### config.mk
export PLATFORM = sky130hd
export DESIGN_NAME = bri_lane
export DESIGN_NICKNAME = d
export VERILOG_FILES = /design/src/hdl/bicubic_rgb_interpolator_macros.svh /design/src/hdl/bri_pkg.sv /design/src/hdl/bri_lane.sv
export SDC_FILE = /design/constraint.sdc
export NUM_CORES = 2
export LEC_CHECK = 0
export BUFFER_PORTS_ARGS = -buffer_cell sky130_fd_sc_hd__buf_4
export CORE_UTILIZATION = 35
export CTS_BUF_LIST = sky130_fd_sc_hd__clkbuf_4
export CTS_CLUSTER_SIZE = 28
export DETAILED_ROUTE_END_ITERATION = 8
export PLACE_DENSITY = 0.61
export SLEW_MARGIN = 15
export SYNTH_ARGS = -nofsm -noshare
export SYNTH_HDL_FRONTEND = slang
export SYNTH_SLANG_ARGS = --single-unit
### constraint.sdc
create_clock -name clk -period 8.9 [get_ports clk]
set_input_delay 0.89 -clock clk [delete_from_list [all_inputs] [get_ports clk]]
set_output_delay 0.89 -clock clk [all_outputs]
set_load 0.02 [all_outputs]
### src/hdl/bicubic_rgb_interpolator_macros.svh
// assertion helpers shared by the checking code of the interpolator
`ifndef BICUBIC_RGB_INTERPOLATOR_MACROS_SVH
`define BICUBIC_RGB_INTERPOLATOR_MACROS_SVH

// same-cycle implication, held off while in reset
`define BRI_ASSERT_NOW(lbl, ante, cons) \
  lbl: assert property (@(posedge clk) disable iff (!rst_n) (ante) |-> (cons)) \
    else $error("bicubic interpolator check failed");

// next-cycle implication, held off while in reset
`define BRI_ASSERT_NEXT(lbl, ante, cons) \
  lbl: assert property (@(posedge clk) disable iff (!rst_n) (ante) |=> (cons)) \
    else $error("bicubic interpolator check failed");

`endif

### src/hdl/bri_pkg.sv
package bri_pkg;

  localparam int NUM_TAPS  = 4;
  localparam int NUM_CH    = 3;
  localparam int PIX_W     = 24;
  localparam int CH_W      = 8;
  localparam int FRAC_IN_W = 8;
  localparam int CH_MAX    = 255;

  // kernel and lane pipelines are both four registers deep
  localparam int CNT_W = 2;
  localparam logic [CNT_W-1:0] LAT_LAST = CNT_W'(3);

  typedef struct packed {
    logic acc_en;
    logic acc_clr;
  } bri_lane_ctrl_t;

endpackage

### src/hdl/bri_lane.sv
module bri_lane #(
  parameter int WEIGHT_BITS = 14
) (
  input  logic                           clk,
  input  logic                           rst_n,
  input  bri_pkg::bri_lane_ctrl_t        ctrl,
  input  logic [bri_pkg::CH_W-1:0]       pix   [bri_pkg::NUM_TAPS],
  input  logic signed [WEIGHT_BITS+1:0]  w_col [bri_pkg::NUM_TAPS],
  input  logic signed [WEIGHT_BITS+1:0]  w_row,
  output logic signed [WEIGHT_BITS+12:0] acc
);

  import bri_pkg::*;

  localparam int WW    = WEIGHT_BITS + 2;
  localparam int PRW   = WW + CH_W + 1;
  localparam int RW    = WEIGHT_BITS + 12;
  localparam int PW    = WW + RW;
  localparam int ACC_W = WEIGHT_BITS + 13;

  logic signed [PRW-1:0]   prod_r [NUM_TAPS];
  logic signed [RW-1:0]    rowsum_nxt, rowsum_r;
  logic signed [PW-1:0]    wprod_r;
  logic signed [PW-1:0]    wshift;
  logic signed [ACC_W-1:0] acc_nxt, acc_r;

  always_ff @(posedge clk) begin
    for (int j = 0; j < NUM_TAPS; j++) begin
      prod_r[j] <= w_col[j] * $signed({1'b0, pix[j]});
    end
  end

  always_comb begin
    rowsum_nxt = '0;
    for (int j = 0; j < NUM_TAPS; j++) begin
      rowsum_nxt = rowsum_nxt + RW'(prod_r[j]);
    end
  end

  always_ff @(posedge clk) begin
    rowsum_r <= rowsum_nxt;
    wprod_r  <= w_row * rowsum_r;
  end

  // row contribution floored back to the weight scale
  assign wshift = wprod_r >>> WEIGHT_BITS;

  always_comb begin
    acc_nxt = acc_r;
    if (ctrl.acc_clr) begin
      acc_nxt = '0;
    end else if (ctrl.acc_en) begin
      acc_nxt = acc_r + $signed(wshift[ACC_W-1:0]);
    end
  end

  always_ff @(posedge clk) begin
    if (!rst_n) begin
      acc_r <= '0;
    end else begin
      acc_r <= acc_nxt;
    end
  end

  assign acc = acc_r;

endmodule

==> flow_summary.toml <==
[status]
status = "complete, no violations"

[synthesis]
yosysSeqAreaShare_pct = 9.16
yosysWarnings = 0
synth.avg_cell_area_um2 = 9.21
synth_top_area_share_pct = 43.4
synth_seq_cells = 180
synthFlopType = "dfxtp_1"
async_flop_share_pct = 0
synth_top_area_cell = "fa_1"
synth_edf_count = 0
netlist_area_um2 = 39400
synth_area_leaders = "fa_1 (43%), ha_1 (11%), inv_1 (9.9%)"
synthCells = 4274
synth_cell_types = 69
syn_nets = 5592

[clocking]
worst_skew_pair.late_latency_ps = 790
path_clk_slew_ps = 170
cts_setup_buffers = 0
post_cts_resized = 0
cts_tree = "done"
cts_hold_buf = 0
cts.sinks = 180
cts_buffer_depth = 2
htreeDepth = 4
root_buffer = "clkbuf_4"
cts_buffers = 17

[worst_setup_path]
critPathMaxStageDelay_ps = 930
cpLargestDelayFamily = "adder cells"
crit_path_frequent_cell = "fa_1"
critPathArrivalTime_ps = 7600
slowest_stage = "dfxtp_1"
cp_data_required_time_ps = 9550
worst-path-buf-inv = 5
critPathMaxFanout = 16
end_kind = "flop"
crit_type = "reg2reg"
critical_path.startpoint_type = "flop"
crit_chain = "nand2_1 -> fa_1 -> inv_1 -> fa_1 -> inv_1 -> fa_1 -> inv_1 -> fa_1 -> fa_1 -> inv_1 -> fa_1 -> inv_1 -> ha_1 -> and3_1 -> a221oi_2 -> o21ai_0 -> o21a_1 -> a21oi_2 -> o31ai_2 -> or2_1 -> a311o_1 -> and3_1"

[placement]
finalWeightedCongestion = 0.847
portBuffers = 142
placed_cell_area_um2 = 41900
hpwl_um = 77000

[final_layout]
layout-drive-gt1-share_pct = 4.67
area_growth_pct = 7.34
multi_input_area_um2 = 31500
nets = 5654
seqCellArea_um2 = 3600
final_cell_area_um2 = 42200
fillers = 11219

[route]
wl_met3_um = 4750
vias = 27571
ant_nets = 0
routed_wl_um = 92400
wl_per_cell_um = 15.8
remaining_drc_errors = 0
dr.pass1.iters = 5
drtIter0Drc = 1239
top_layer = "met4"
met2_length_um = 46500
wl_met1_um = 39500
vias_per_cell = 4.72

[timing]
min_period_ps = 6940
tns_ps = 0
hold_violations = 0
tightest_slew_ps = 902
drv_slew = 0
maxSlewHeadroom_pct = 39.8
clock_skew_ps = 49.3
period_share_pct = 78.0
max_freq_mhz = 144
rsz0062_at_grt = "no"
setup_viol = 0

[die]
row_count = 122
fp.dieH_um = 337
start_util_pct = 35.4
core_um2 = 111000
die_x_um = 337
die-area_um2 = 114000
ios = 143

[run]
drv_cap = 0

[grt]
grt_antenna_before_repair = 3
grt_pass1_wl_um = 155000
grt.overflow.total = 0
grt_max_degree = 39
grtUsageTotal_pct = 17.3
grt_pass1_vias = 29774

[worst_hold_path]
min_path_type = "in2reg"
==> routing by layer <==
layer | up-vias | global-route usage, %
li1 | 12826 | -
met1 | 14072 | 21.8
met2 | 599 | 30.6
met3 | 74 | 2.85
met4 | 0 | 4.10
met5 | - | 0
==> cell usage after synthesis, drive strengths merged (25+ instances only) <==
master,instances
o21a,25
nor3,31
o21ai,66
nand3,34
dfxtp,180
and2,481
fa,854
a21oi,90
xnor2,123
ha,348
inv,1035
nand2,474
a21o,33
nor2,124
xor2,38
clkbuf,100
==> sequential cells by signal, summed over array words and instances, names as in the netlist <==
register / count
prod_r: 100
acc: 27
rowsum_r: 26
wprod_r: 27
==> worst register-to-register path, delay by kind of cell, from the launching register on <==
kind	cells	cell delay, ps
compound gates	6	1560
fa+ha+maj	7	3280
buf+inv	5	240
flops	1	930
simple gates	4	840
==> cells in the final DEF (no fill, tap or decap), drive strengths merged, types with 13 or more instances in the layout <==
master     n
nand3     34
xor2      38
and3      18
nand2b    23
and2     481
ha       348
a31oi     13
o21a      25
clkbuf    17
a21oi     90
inv     1041
a21o      33
nor2b     19
nor3      31
nand2    474
xnor2    123
o21ai     66
fa       854
o21bai    21
mux2i     18
dfxtp    180
buf      146
a211oi    13
nor2     124
==> final cells by class <==
class / count / area share [%]
clock inverters: 15 / 0.429
clock buffers: 17 / 0.302
repair buffers: 146 / 2.59
diodes: 4 / 0.0237
inverters: 1035 / 9.20
well taps: 1488 / 4.41
multi-input cells: 2956 / 74.5
flip-flops and latches: 180 / 8.53
==> metrics by stage <==
stage               util (%)  hold WS [ps]  worst slack, ps  std cells
global placement        37.7           475             1730       5805
detailed placement      37.7           469             1670       5805
floorplan                  -           432             2080       4274
finish                  38.0           423             1960       5841
global route            38.0           333             1620       5841
CTS                     38.0           308             1980       5837
==> worst paths after layout <==
kind	startpoint	to	slack, ps	cells after the start
hold reg to reg	prod_r[2][0]$_DFF_P_	rowsum_r[0]$_DFF_P_	500	1
setup reg to reg	rowsum_r[6]$_DFF_P_	wprod_r[36]$_DFF_P_	1960	22
hold / removal	w_col[16]	prod_r[2][0]$_DFF_P_	420	2
setup / recovery	rowsum_r[6]$_DFF_P_	wprod_r[36]$_DFF_P_	1960	22
==> kinds of logic (layout without fill, tap and decap cells) <==
logic type	after synthesis	count (layout)	share of synthesized area [%]
and+or+nand+nor	1249	1249	15.9
adders and majority gates	1202	1202	54.5
buffers and inverters	1138	1213	10.9
AOI/OAI and AO/OA	325	325	5.48
DFF	180	180	9.16
xor gates and xnor gates	161	161	3.58
muxes	19	19	0.486
other	0	4	0
Power is left out: the tool's default activity adds up to more than one toggle a clock period on the data nets, which glitch-free logic cannot reach.
