$ cat src/hdl/bicubic_rgb_interpolator_macros.svh
// assertion helpers shared by the checking code of the interpolator
`ifndef BICUBIC_RGB_INTERPOLATOR_MACROS_SVH
`define BICUBIC_RGB_INTERPOLATOR_MACROS_SVH

// same-cycle implication, held off while in reset
`define BRI_ASSERT_NOW(lbl, ante, cons) \
  lbl: assert property (@(posedge clk) disable iff (!rst_n) (ante) |-> (cons)) \
    else $error("bicubic interpolator check failed");

// next-cycle implication, held off while in reset
`define BRI_ASSERT_NEXT(lbl, ante, cons) \
  lbl: assert property (@(posedge clk) disable iff (!rst_n) (ante) |=> (cons)) \
    else $error("bicubic interpolator check failed");

`endif

$ cat src/hdl/bri_kernel.sv
module bri_kernel #(
  parameter int FRAC_BITS   = 8,
  parameter int WEIGHT_BITS = 14
) (
  input  logic                          clk,
  input  logic [FRAC_BITS+1:0]          tap_dist,
  output logic signed [WEIGHT_BITS+1:0] weight
);

  localparam int TW  = FRAC_BITS + 2;
  localparam int WW  = WEIGHT_BITS + 2;
  localparam int SH  = 3 * FRAC_BITS - WEIGHT_BITS;
  localparam int LSH = (SH < 0) ? -SH : 0;
  localparam int NW  = 3 * FRAC_BITS + 7 + LSH;

  localparam logic [TW-1:0]        D_T = TW'(1) << FRAC_BITS;
  localparam logic signed [NW-1:0] D3  = NW'(1) <<< (3 * FRAC_BITS);

  logic [TW-1:0]          d1_r, d2_r;
  logic [2*TW-1:0]        sq1_r, sq2_r;
  logic [3*TW-1:0]        cube2_r;
  logic signed [NW-1:0]   num_nxt, num_r;
  logic signed [NW-1:0]   d_s, sq_s, cube_s;
  logic signed [NW-1:0]   rnd;
  logic signed [WW-1:0]   weight_r;

  // square, then cube
  always_ff @(posedge clk) begin
    d1_r    <= tap_dist;
    sq1_r   <= tap_dist * tap_dist;
    d2_r    <= d1_r;
    sq2_r   <= sq1_r;
    cube2_r <= sq1_r * d1_r;
  end

  // polynomial of the inner or outer piece, scaled by 2^(3*frac)
  always_comb begin
    d_s    = $signed(NW'(d2_r));
    sq_s   = $signed(NW'(sq2_r));
    cube_s = $signed(NW'(cube2_r));
    if (d2_r <= D_T) begin
      num_nxt = D3 - (sq_s <<< (FRAC_BITS + 1)) + cube_s;
    end else if (d2_r < (D_T << 1)) begin
      num_nxt = (D3 <<< 2) - (d_s <<< (2 * FRAC_BITS + 3))
              + (sq_s <<< (FRAC_BITS + 2)) + (sq_s <<< FRAC_BITS) - cube_s;
    end else begin
      num_nxt = '0;
    end
  end

  always_ff @(posedge clk) begin
    num_r <= num_nxt;
  end

  generate
    if (SH > 0) begin : g_round
      localparam logic signed [NW-1:0] HALF = NW'(1) <<< (SH - 1);
      assign rnd = (num_r + HALF) >>> SH;
    end else begin : g_scale
      assign rnd = num_r <<< LSH;
    end
  endgenerate

  always_ff @(posedge clk) begin
    weight_r <= $signed(rnd[WW-1:0]);
  end

  assign weight = weight_r;

endmodule

$ cat config.mk
export PLATFORM = sky130hd
export DESIGN_NAME = bri_kernel
export DESIGN_NICKNAME = d
export VERILOG_FILES = /design/src/hdl/bicubic_rgb_interpolator_macros.svh /design/src/hdl/bri_kernel.sv
export SDC_FILE = /design/constraint.sdc
export NUM_CORES = 1
export LEC_CHECK = 0
export BUFFER_PORTS_ARGS = -buffer_cell sky130_fd_sc_hd__buf_4
export CORE_MARGIN = 10
export CORE_UTILIZATION = 50
export CTS_CLUSTER_SIZE = 40
export DETAILED_ROUTE_END_ITERATION = 8
export PLACE_DENSITY = 0.76
export SLEW_MARGIN = 5
export SYNTH_ARGS = -nofsm -noshare
export SYNTH_HDL_FRONTEND = slang
export SYNTH_SLANG_ARGS = --single-unit
$ cat constraint.sdc
create_clock -name clk -period 5.6 [get_ports clk]
set_input_delay 0 -clock clk [delete_from_list [all_inputs] [get_ports clk]]
set_output_delay 0 -clock clk [all_outputs]
set_load 0.05 [all_outputs]
==> impl_summary.md, run 1 <==
Final layout
The most frequent standard cell in the layout excluding fill and tap cells is inv_1. In the layout the commonest cells are 280 x inv_1, 200 x fa_1, 172 x ha_1, 145 x nand2_1, 119 x and2_1. Compared with the post-synthesis result, the final layout area differs by 8.32%.

The number of antenna repair diodes is 0. The post-layout instance count excluding filler cells is 1,943. In the final layout, the share of cells above drive strength 1 is 0.0645. Counting the fill cells in the layout gives 2,499.

The final layout contains 1,944 nets.

Hold path
The min-delay analysis places its worst path in the category in -> reg.

STA
The setup total negative slack is 0 ns. The final number of max-transition violations is 0. Between clock sinks in the finished design, the worst skew comes to 0.0120 ns. Derived from the worst setup path, the maximum achievable clock frequency is 0.187 GHz. The slew at the pin closest to its max-slew limit is 0.744 ns. Measured against its own limit, the worst slew margin works out to 0.498.

Setup violations remaining at the end of the flow were counted as 0. The post-route fraction of the period consumed by the critical path is 0.953. Setup slack on the critical path of the routed design comes to 0.261 ns.

The hold violation total from the final report is 0. Setup repair after global routing left no endpoint under its margin. The clock period could shrink to 5.34 ns.

Clocking
For this design, the sink count on the clock tree is 112. The TritonCTS clock tree is done. The H-tree was split into 3 levels.

The root buffer cell is clkbuf_16. The worst-skew pair later-pin latency is 0.37 ns. Buffers inserted during clock tree synthesis total 9. After clock tree synthesis, the clock-pin slew on the worst setup and hold paths is 0.08 ns. The clock passes through at most 2 buffers.

Yosys
The count of mapped cells out of synthesis is 1,523. For this run, the number of Yosys warnings is 0. The predominant post-synthesis flop cell is dfxtp_1. The largest total area in the synthesized netlist belongs to fa_1. The top cell type's share of synthesized area is 0.287. By area the synthesized netlist is led by fa_1 29%, dfxtp_1 16%, ha_1 15%, inv_1 7.5%, and2_1 5.3%.

Counting distinct cell types in the post-synthesis netlist gives 66. The share of flip-flops with an asynchronous set or reset is 0. Yosys mapped a number of flops with a built-in enable equal to 0. The summed instance area of the synthesized netlist is 14,000 µm². The average cell area after synthesis is 9.17 µm².

The share of synthesized area occupied by flip-flops and latches is 0.161. The flop and latch count out of synthesis is 112.

Floorplanning
The core region is 27,600 µm². For this configuration, the core starts out at a cell density of 0.505. The chip height is 187 µm. The die covers 35,000 µm². The I/O pin count is 27. The horizontal extent of the die is 187 µm. The cell row count is 61.

Worst setup path
The data arrival time of the critical path is 5.59 ns. The classification of the worst setup path is reg -> reg. The peak fanout along the critical path is 8. The required time at the endpoint of the critical path is 5.85 ns.

The worst setup path is launched from a register. The kind of capture point of the worst setup path is a register.

Routing
For this run, the detailed router's first-pass iteration total came to 5. The remaining routing DRC violations is 0. In this run the remaining antenna-violating nets after routing total 0.

Using the TritonRoute via totals, the vias-per-cell ratio works out to 5.16. The DRC violation total after the first TritonRoute iteration is 420. For this block, the via count after detailed routing is 10,032.

The wire length reported by the detailed router is 28,600 µm. The final routed wire length divided by cell count is 14.7 µm.

GRT
The initial antenna violation count was 0. The first global-routing pass estimated 49,500 µm of wire. Entering global routing, the biggest net connects 28 pins. The via count of the first global-routing pass is 10,651. The total overflow left after global routing is 0. The total track usage is 0.167.

Placed design
The wire-length estimate of the detail-placed layout is 24,100 µm. The global placement routability congestion is 0.904. Including well taps, the total number of placed cells is 1,918. Prior to clock tree synthesis, the placed netlist has a worst setup slack of -0.0750 ns. The number of buffer cells added on primary ports is 26.

Flow run
The tool flagged a number of max-cap violations equal to 0.

Run status
The flow ran to the end, and the final reports show no timing, DRC or antenna violations.
==> cells in the mapped netlist (all sizes together), types with 2 or more instances <==
cell type    n
and3        12
o21a         5
mux2i        3
o211ai       5
a21oi       65
xor2        30
o41ai        2
o221ai       2
or3          5
nor4         2
nand3       21
nand4        7
conb         2
nor2b        7
clkbuf      37
a211o        2
a22o         3
o31ai        8
o22ai        3
and2       119
a21o        29
nor3        15
a211oi      17
nand2      146
inv        280
buf          4
a31o         7
xnor2       69
a2111o       2
a31oi       10
nand2b      11
or2          2
ha         172
or4          2
dfxtp      112
o21bai      10
fa         200
o21ai       29
a21boi       2
nor2        51
==> per-layer routing <==
metal | track usage | share of wire | up-vias
met1 | 0.203 | 0.44 | 4909
met2 | 0.303 | 0.50 | 202
met4 | 0.0366 | 0.012 | 0
met3 | 0.0272 | 0.045 | 29
li1 | - | - | 4892
met5 | 0 | 0 | -
==> sequential cells by signal, indices dropped and copies added (netlist names) <==
register and flops:
d1_r 9, d2_r 9, weight 16, sq1_r 19, num_r 17, sq2_r 16
cube2_r 26
==> metrics by stage <==
step	cell area [µm²]	util	hold slack, ns
floorplan	14000	-	0.0277
global placement	14700	0.532	0.206
detailed placement	14700	0.532	0.209
CTS	15100	0.546	0.364
global route	15100	0.547	0.395
finish	15100	0.547	0.390
==> cell families after synthesis <==
kind of cell,synth area share
AND/OR/NAND/NOR,0.144
buffers and inverters,0.0878
other,0.000538
adder cells (fa/ha/maj),0.441
multiplexers,0.00296
XOR/XNOR,0.0621
flip-flops,0.161
AO/OA/AOI/OAI,0.101
==> area by class of cell <==
cell class / instances / area (µm²) / share of cell area
clock buffer: 9 / 225 / 0.0149
clock inverter: 6 / 76.3 / 0.00505
inverter: 280 / 1050 / 0.0695
multi-input combinational: 1093 / 10500 / 0.696
sequential: 112 / 2250 / 0.149
tap: 378 / 473 / 0.0313
timing repair buffer: 65 / 520 / 0.0344
==> final timing paths <==
check / cells past startpoint / end / slack [ns] / startpoint
worst max-delay path: 19 / cube2_r[25]$_DFF_P_ / 0.26 / sq1_r[6]$_DFF_P_
worst min-delay path: 2 / d1_r[2]$_DFF_P_ / 0.39 / tap_dist[2]
worst max register to register: 19 / cube2_r[25]$_DFF_P_ / 0.26 / sq1_r[6]$_DFF_P_
worst min register to register: 1 / weight[15]$_DFF_P_ / 0.44 / num_r[25]$_DFF_P_
==> worst max-delay path, cell delays in order (launching register included) <==
cell       delay (ns)
dfxtp_1          0.53
nand2_1          0.13
fa_1             0.49
inv_1            0.05
fa_1             0.49
fa_1             0.48
fa_1             0.52
inv_1            0.05
fa_1             0.47
inv_1            0.04
ha_1             0.29
a21o_1           0.19
a21o_1           0.21
a21o_1           0.19
a41oi_2          0.22
nand4bb_1        0.20
a21oi_2          0.10
o41ai_2          0.29
mux2i_1          0.23
nor2_1           0.07
==> repair_timing <==
item / CTS / global route
hold buffers: 10 / 0
resized for setup: 1 / 8
setup buffers: 0 / 0
endpoints found under the hold margin: 11 / 0
setup endpoints to repair: 1 / 3
pin swaps: 0 / 1
Power of run 1 is not shown: default switching activity piles up to over one toggle a cycle in this logic, so the estimate is an artifact.
==> inputs of run 2 (changes only) <==
--- a/config.mk
+++ b/config.mk
@@ -10,6 +10,7 @@
 export CORE_UTILIZATION = 50
 export CTS_CLUSTER_SIZE = 40
 export DETAILED_ROUTE_END_ITERATION = 8
+export MAX_ROUTING_LAYER = met4
 export PLACE_DENSITY = 0.76
 export SLEW_MARGIN = 5
 export SYNTH_ARGS = -nofsm -noshare
==> constraint.sdc (replaced) <==
create_clock -name clk -period 4.3 [get_ports clk]
set_input_delay 0 -clock clk [delete_from_list [all_inputs] [get_ports clk]]
set_output_delay 0 -clock clk [all_outputs]
set_load 0.05 [all_outputs]
==> run 2 against run 1 <==
Critical path type unchanged. Setup slack lost 1.1 ns. Worst hold slack got worse by 0.36 ns. Die area stayed put. Flip-flop and latch count is the same. Clock skew is 0.0034 ns lower. Non-clock buffer count grew 132. Critical endpoint unchanged. The flow now finishes with violations (setup timing). Global-route usage up 1.9 points. Clock-buffer cell count unchanged. Register-to-register slack worse by 1.1 ns. First-iteration DRC count is 22% higher. Utilization increased by 5.8 points. Final cell count grew 6.8%.
==> impl_summary.md, run 2 (synthesis results as in run 1) <==
Final layout
The area taken by multi-input logic gates is 11,000 µm² (+4.6%). The flip-flop count of the largest register, all copies and words added is 26 (unchanged). The number of antenna repair diodes is 0 (unchanged). Leaving out fill and tap cells, the most frequent cell in the layout is inv_1. The fraction of layout cells with a size suffix above 1 was 0.187 (+0.123).

The number of nets at the end of the flow is 2,076 (+6.8%). The area occupied by registers is 2280 µm² (+1.7%). The fill cell instance count of the final layout is 2,234 (-11%). The finished layout cell area is 16,700 µm² (+11%). cube2_r holds more flip-flops than any other register.

In the layout the commonest cells are 275 x inv_1, 193 x fa_1, 168 x buf_4, 162 x ha_1, 135 x nand2_1. The largest registers in the layout are cube2_r: 26 flops, sq1_r: 19 flops, num_r: 17 flops. The post-synthesis to final-layout area growth is 19.8%.

Placed design
The half-perimeter wire length after placement was 25,300 µm (+4.7%). The global placement routability congestion is 0.898 (-0.74%). The number of buffer cells added on primary ports is 26 (unchanged). The cell area after placement is 15,700 µm² (+7.0%).

Floorplanning
The horizontal extent of the die came to 187 µm (unchanged). The total die area was 35,000 µm² (unchanged). The I/O pin count is 27 (unchanged). The chip height is 187 µm (unchanged). The effective utilization at floorplan was 0.505 (unchanged). The cell row count is 61 (unchanged). The placeable core region is 27,600 µm² (unchanged).

Flow run
The number of max-cap violations is 0 (unchanged).

Clocking
The clock input transition at the sequential cells of the worst setup and hold paths is 0.07 ns (about the same). The root buffer cell is clkbuf_16. The clock net sink count came to 112 (unchanged). The number of clock buffers inserted by TritonCTS was 9 (unchanged). The buffer depth of the longest clock path is 2 (unchanged).

The worst-skew pair later-pin latency is 0.37 ns (about the same). The count of H-tree levels built during CTS is 3 (unchanged). The TritonCTS clock tree is done.

STA
The final number of max-transition violations is 0 (unchanged). The relative slew slack came to 0.519 (+0.0207). The worst clock skew is 0.00856 ns (-0.00344 ns).

The slew at the pin closest to its max-slew limit is 0.713 ns (-0.0307 ns). Setup repair after global routing could not meet its margin everywhere. The hold violation total from the final report was 0 (unchanged). The number of failing setup endpoints in the final timing report is 17 (+17).

The worst setup margin is -0.852 ns (-1.11 ns). The highest achievable clock rate is 0.194 GHz (+3.6%). The final critical delay including setup and external delays is 5.15 ns (-0.187 ns). The post-route fraction of the period consumed by the critical path is 1.20 (+0.245). The setup total negative slack came to -9.71 ns (-9.71 ns). The final hold slack was 0.0286 ns (-0.362 ns).

Routing
The final routed wire length divided by cell count is 15.3 µm (+3.8%). The remaining routing DRC violations is 0 (unchanged). The total vias in the final route came to 10,764 (+7.3%).

The number of detailed-routing iterations run before antenna repair is 5 (unchanged). The wire length reported by the detailed router is 31,700 µm (+11%). The average via count per standard cell is 5.18 (+0.42%). The post-detailed-route count of antenna-violating nets is 0 (unchanged).

The DRC violation total after the first TritonRoute iteration was 514 (+22%).

Worst setup path
The critical path goes through buf_4, and2_1, fa_1, fa_1, fa_1, fa_1, inv_1, fa_1, inv_2, ha_4, a21o_1, a21oi_1, o21bai_1, a21o_1, a21oi_4, a21oi_4, o41ai_4, mux2i_1, nor2_1. The peak fanout along the critical path is 6 (-2). The largest stage delay on the critical path is 0.59 ns (+0.06 ns). The type of origin of the critical path is a register. The data arrival time of the critical path is 5.41 ns (-0.18 ns). The cell at the slowest stage of the critical path is fa_1. The required time at the endpoint of the critical path is 4.56 ns (-1.29 ns).

The kind of capture point of the worst setup path is a register. The cell repeated most along the worst path is fa_1. The critical path is of the reg -> reg type.

GRT
The initial antenna violation count is 0 (unchanged). The via count of the first global-routing pass is 11,467 (+7.7%). The largest net degree at the start of global routing is 20 (-29%). The total track usage is 0.186 (+0.0188).

The first-pass GRT wire length is 53,600 µm (+8.3%). The overflow left after global routing is 0 (unchanged).

Run status
The run finished, with violations left. The final reports fail on setup timing.

Hold path
The tightest min-delay check is of the in -> reg type.
run 2: cell types whose count changed in the layout (fill, tap and decap cells not counted), sizes merged:
cell and change:
clkinv +1, buf +133, bufinv +1, clkinvlp -1
dlygate4sd3 -1
run 2: area by class of cell:
cell class              count  area share
inverters                 280      0.0628
clock inverters             7     0.00606
well taps                 378      0.0283
multi-input cells        1093       0.658
repair buffers            197      0.0948
flip-flops and latches    112       0.137
clock buffers               9      0.0135
run 2: through the flow:
step           worst slack (ns)  cells   util
4_1_cts                  -0.721   2070  0.598
5_1_grt                   -1.10   2076  0.605
3_3_place_gp             -0.736   2034  0.569
3_5_place_dp             -0.836   2034  0.569
6_report                 -0.852   2076  0.605
2_1_floorplan            -0.671   1527      -
run 2: worst max-delay path, delay by kind of cell, from the launching register on:
kind | cells | cell delay [ns]
AO/OA/AOI/OAI | 7 | 1.32
multiplexers | 1 | 0.22
adder cells (fa/ha/maj) | 6 | 2.70
AND/OR/NAND/NOR | 2 | 0.19
buffers and inverters | 3 | 0.24
flip-flops | 1 | 0.37
run 2: final timing paths:
path                startpoint             endpoint  slack, ns  cells past startpoint
max            d1_r[5]$_DFF_P_  cube2_r[25]$_DFF_P_      -0.85                     19
min                tap_dist[5]      d1_r[5]$_DFF_P_       0.03                      3
max reg2reg    d1_r[5]$_DFF_P_  cube2_r[25]$_DFF_P_      -0.85                     19
min reg2reg  num_r[25]$_DFF_P_   weight[15]$_DFF_P_       0.43                      1
run 2: per-layer routing:
layer  vias to the layer above  routed length, µm  global-route usage
met5                         -                  0                   -
met4                         0                700              0.0518
met3                        62               1250              0.0229
met2                       265              16600               0.332
met1                      5277              13100               0.215
li1                       5160                  -                   -
run 2: repair_timing:
action	CTS	global route
hold endpoints to repair	10	0
gates resized for setup	78	29
endpoints found under the setup margin	17	21
pin swaps	36	24
buffers inserted	12	8
hold buffers	9	0
Power of run 2 is left out for the same reason.
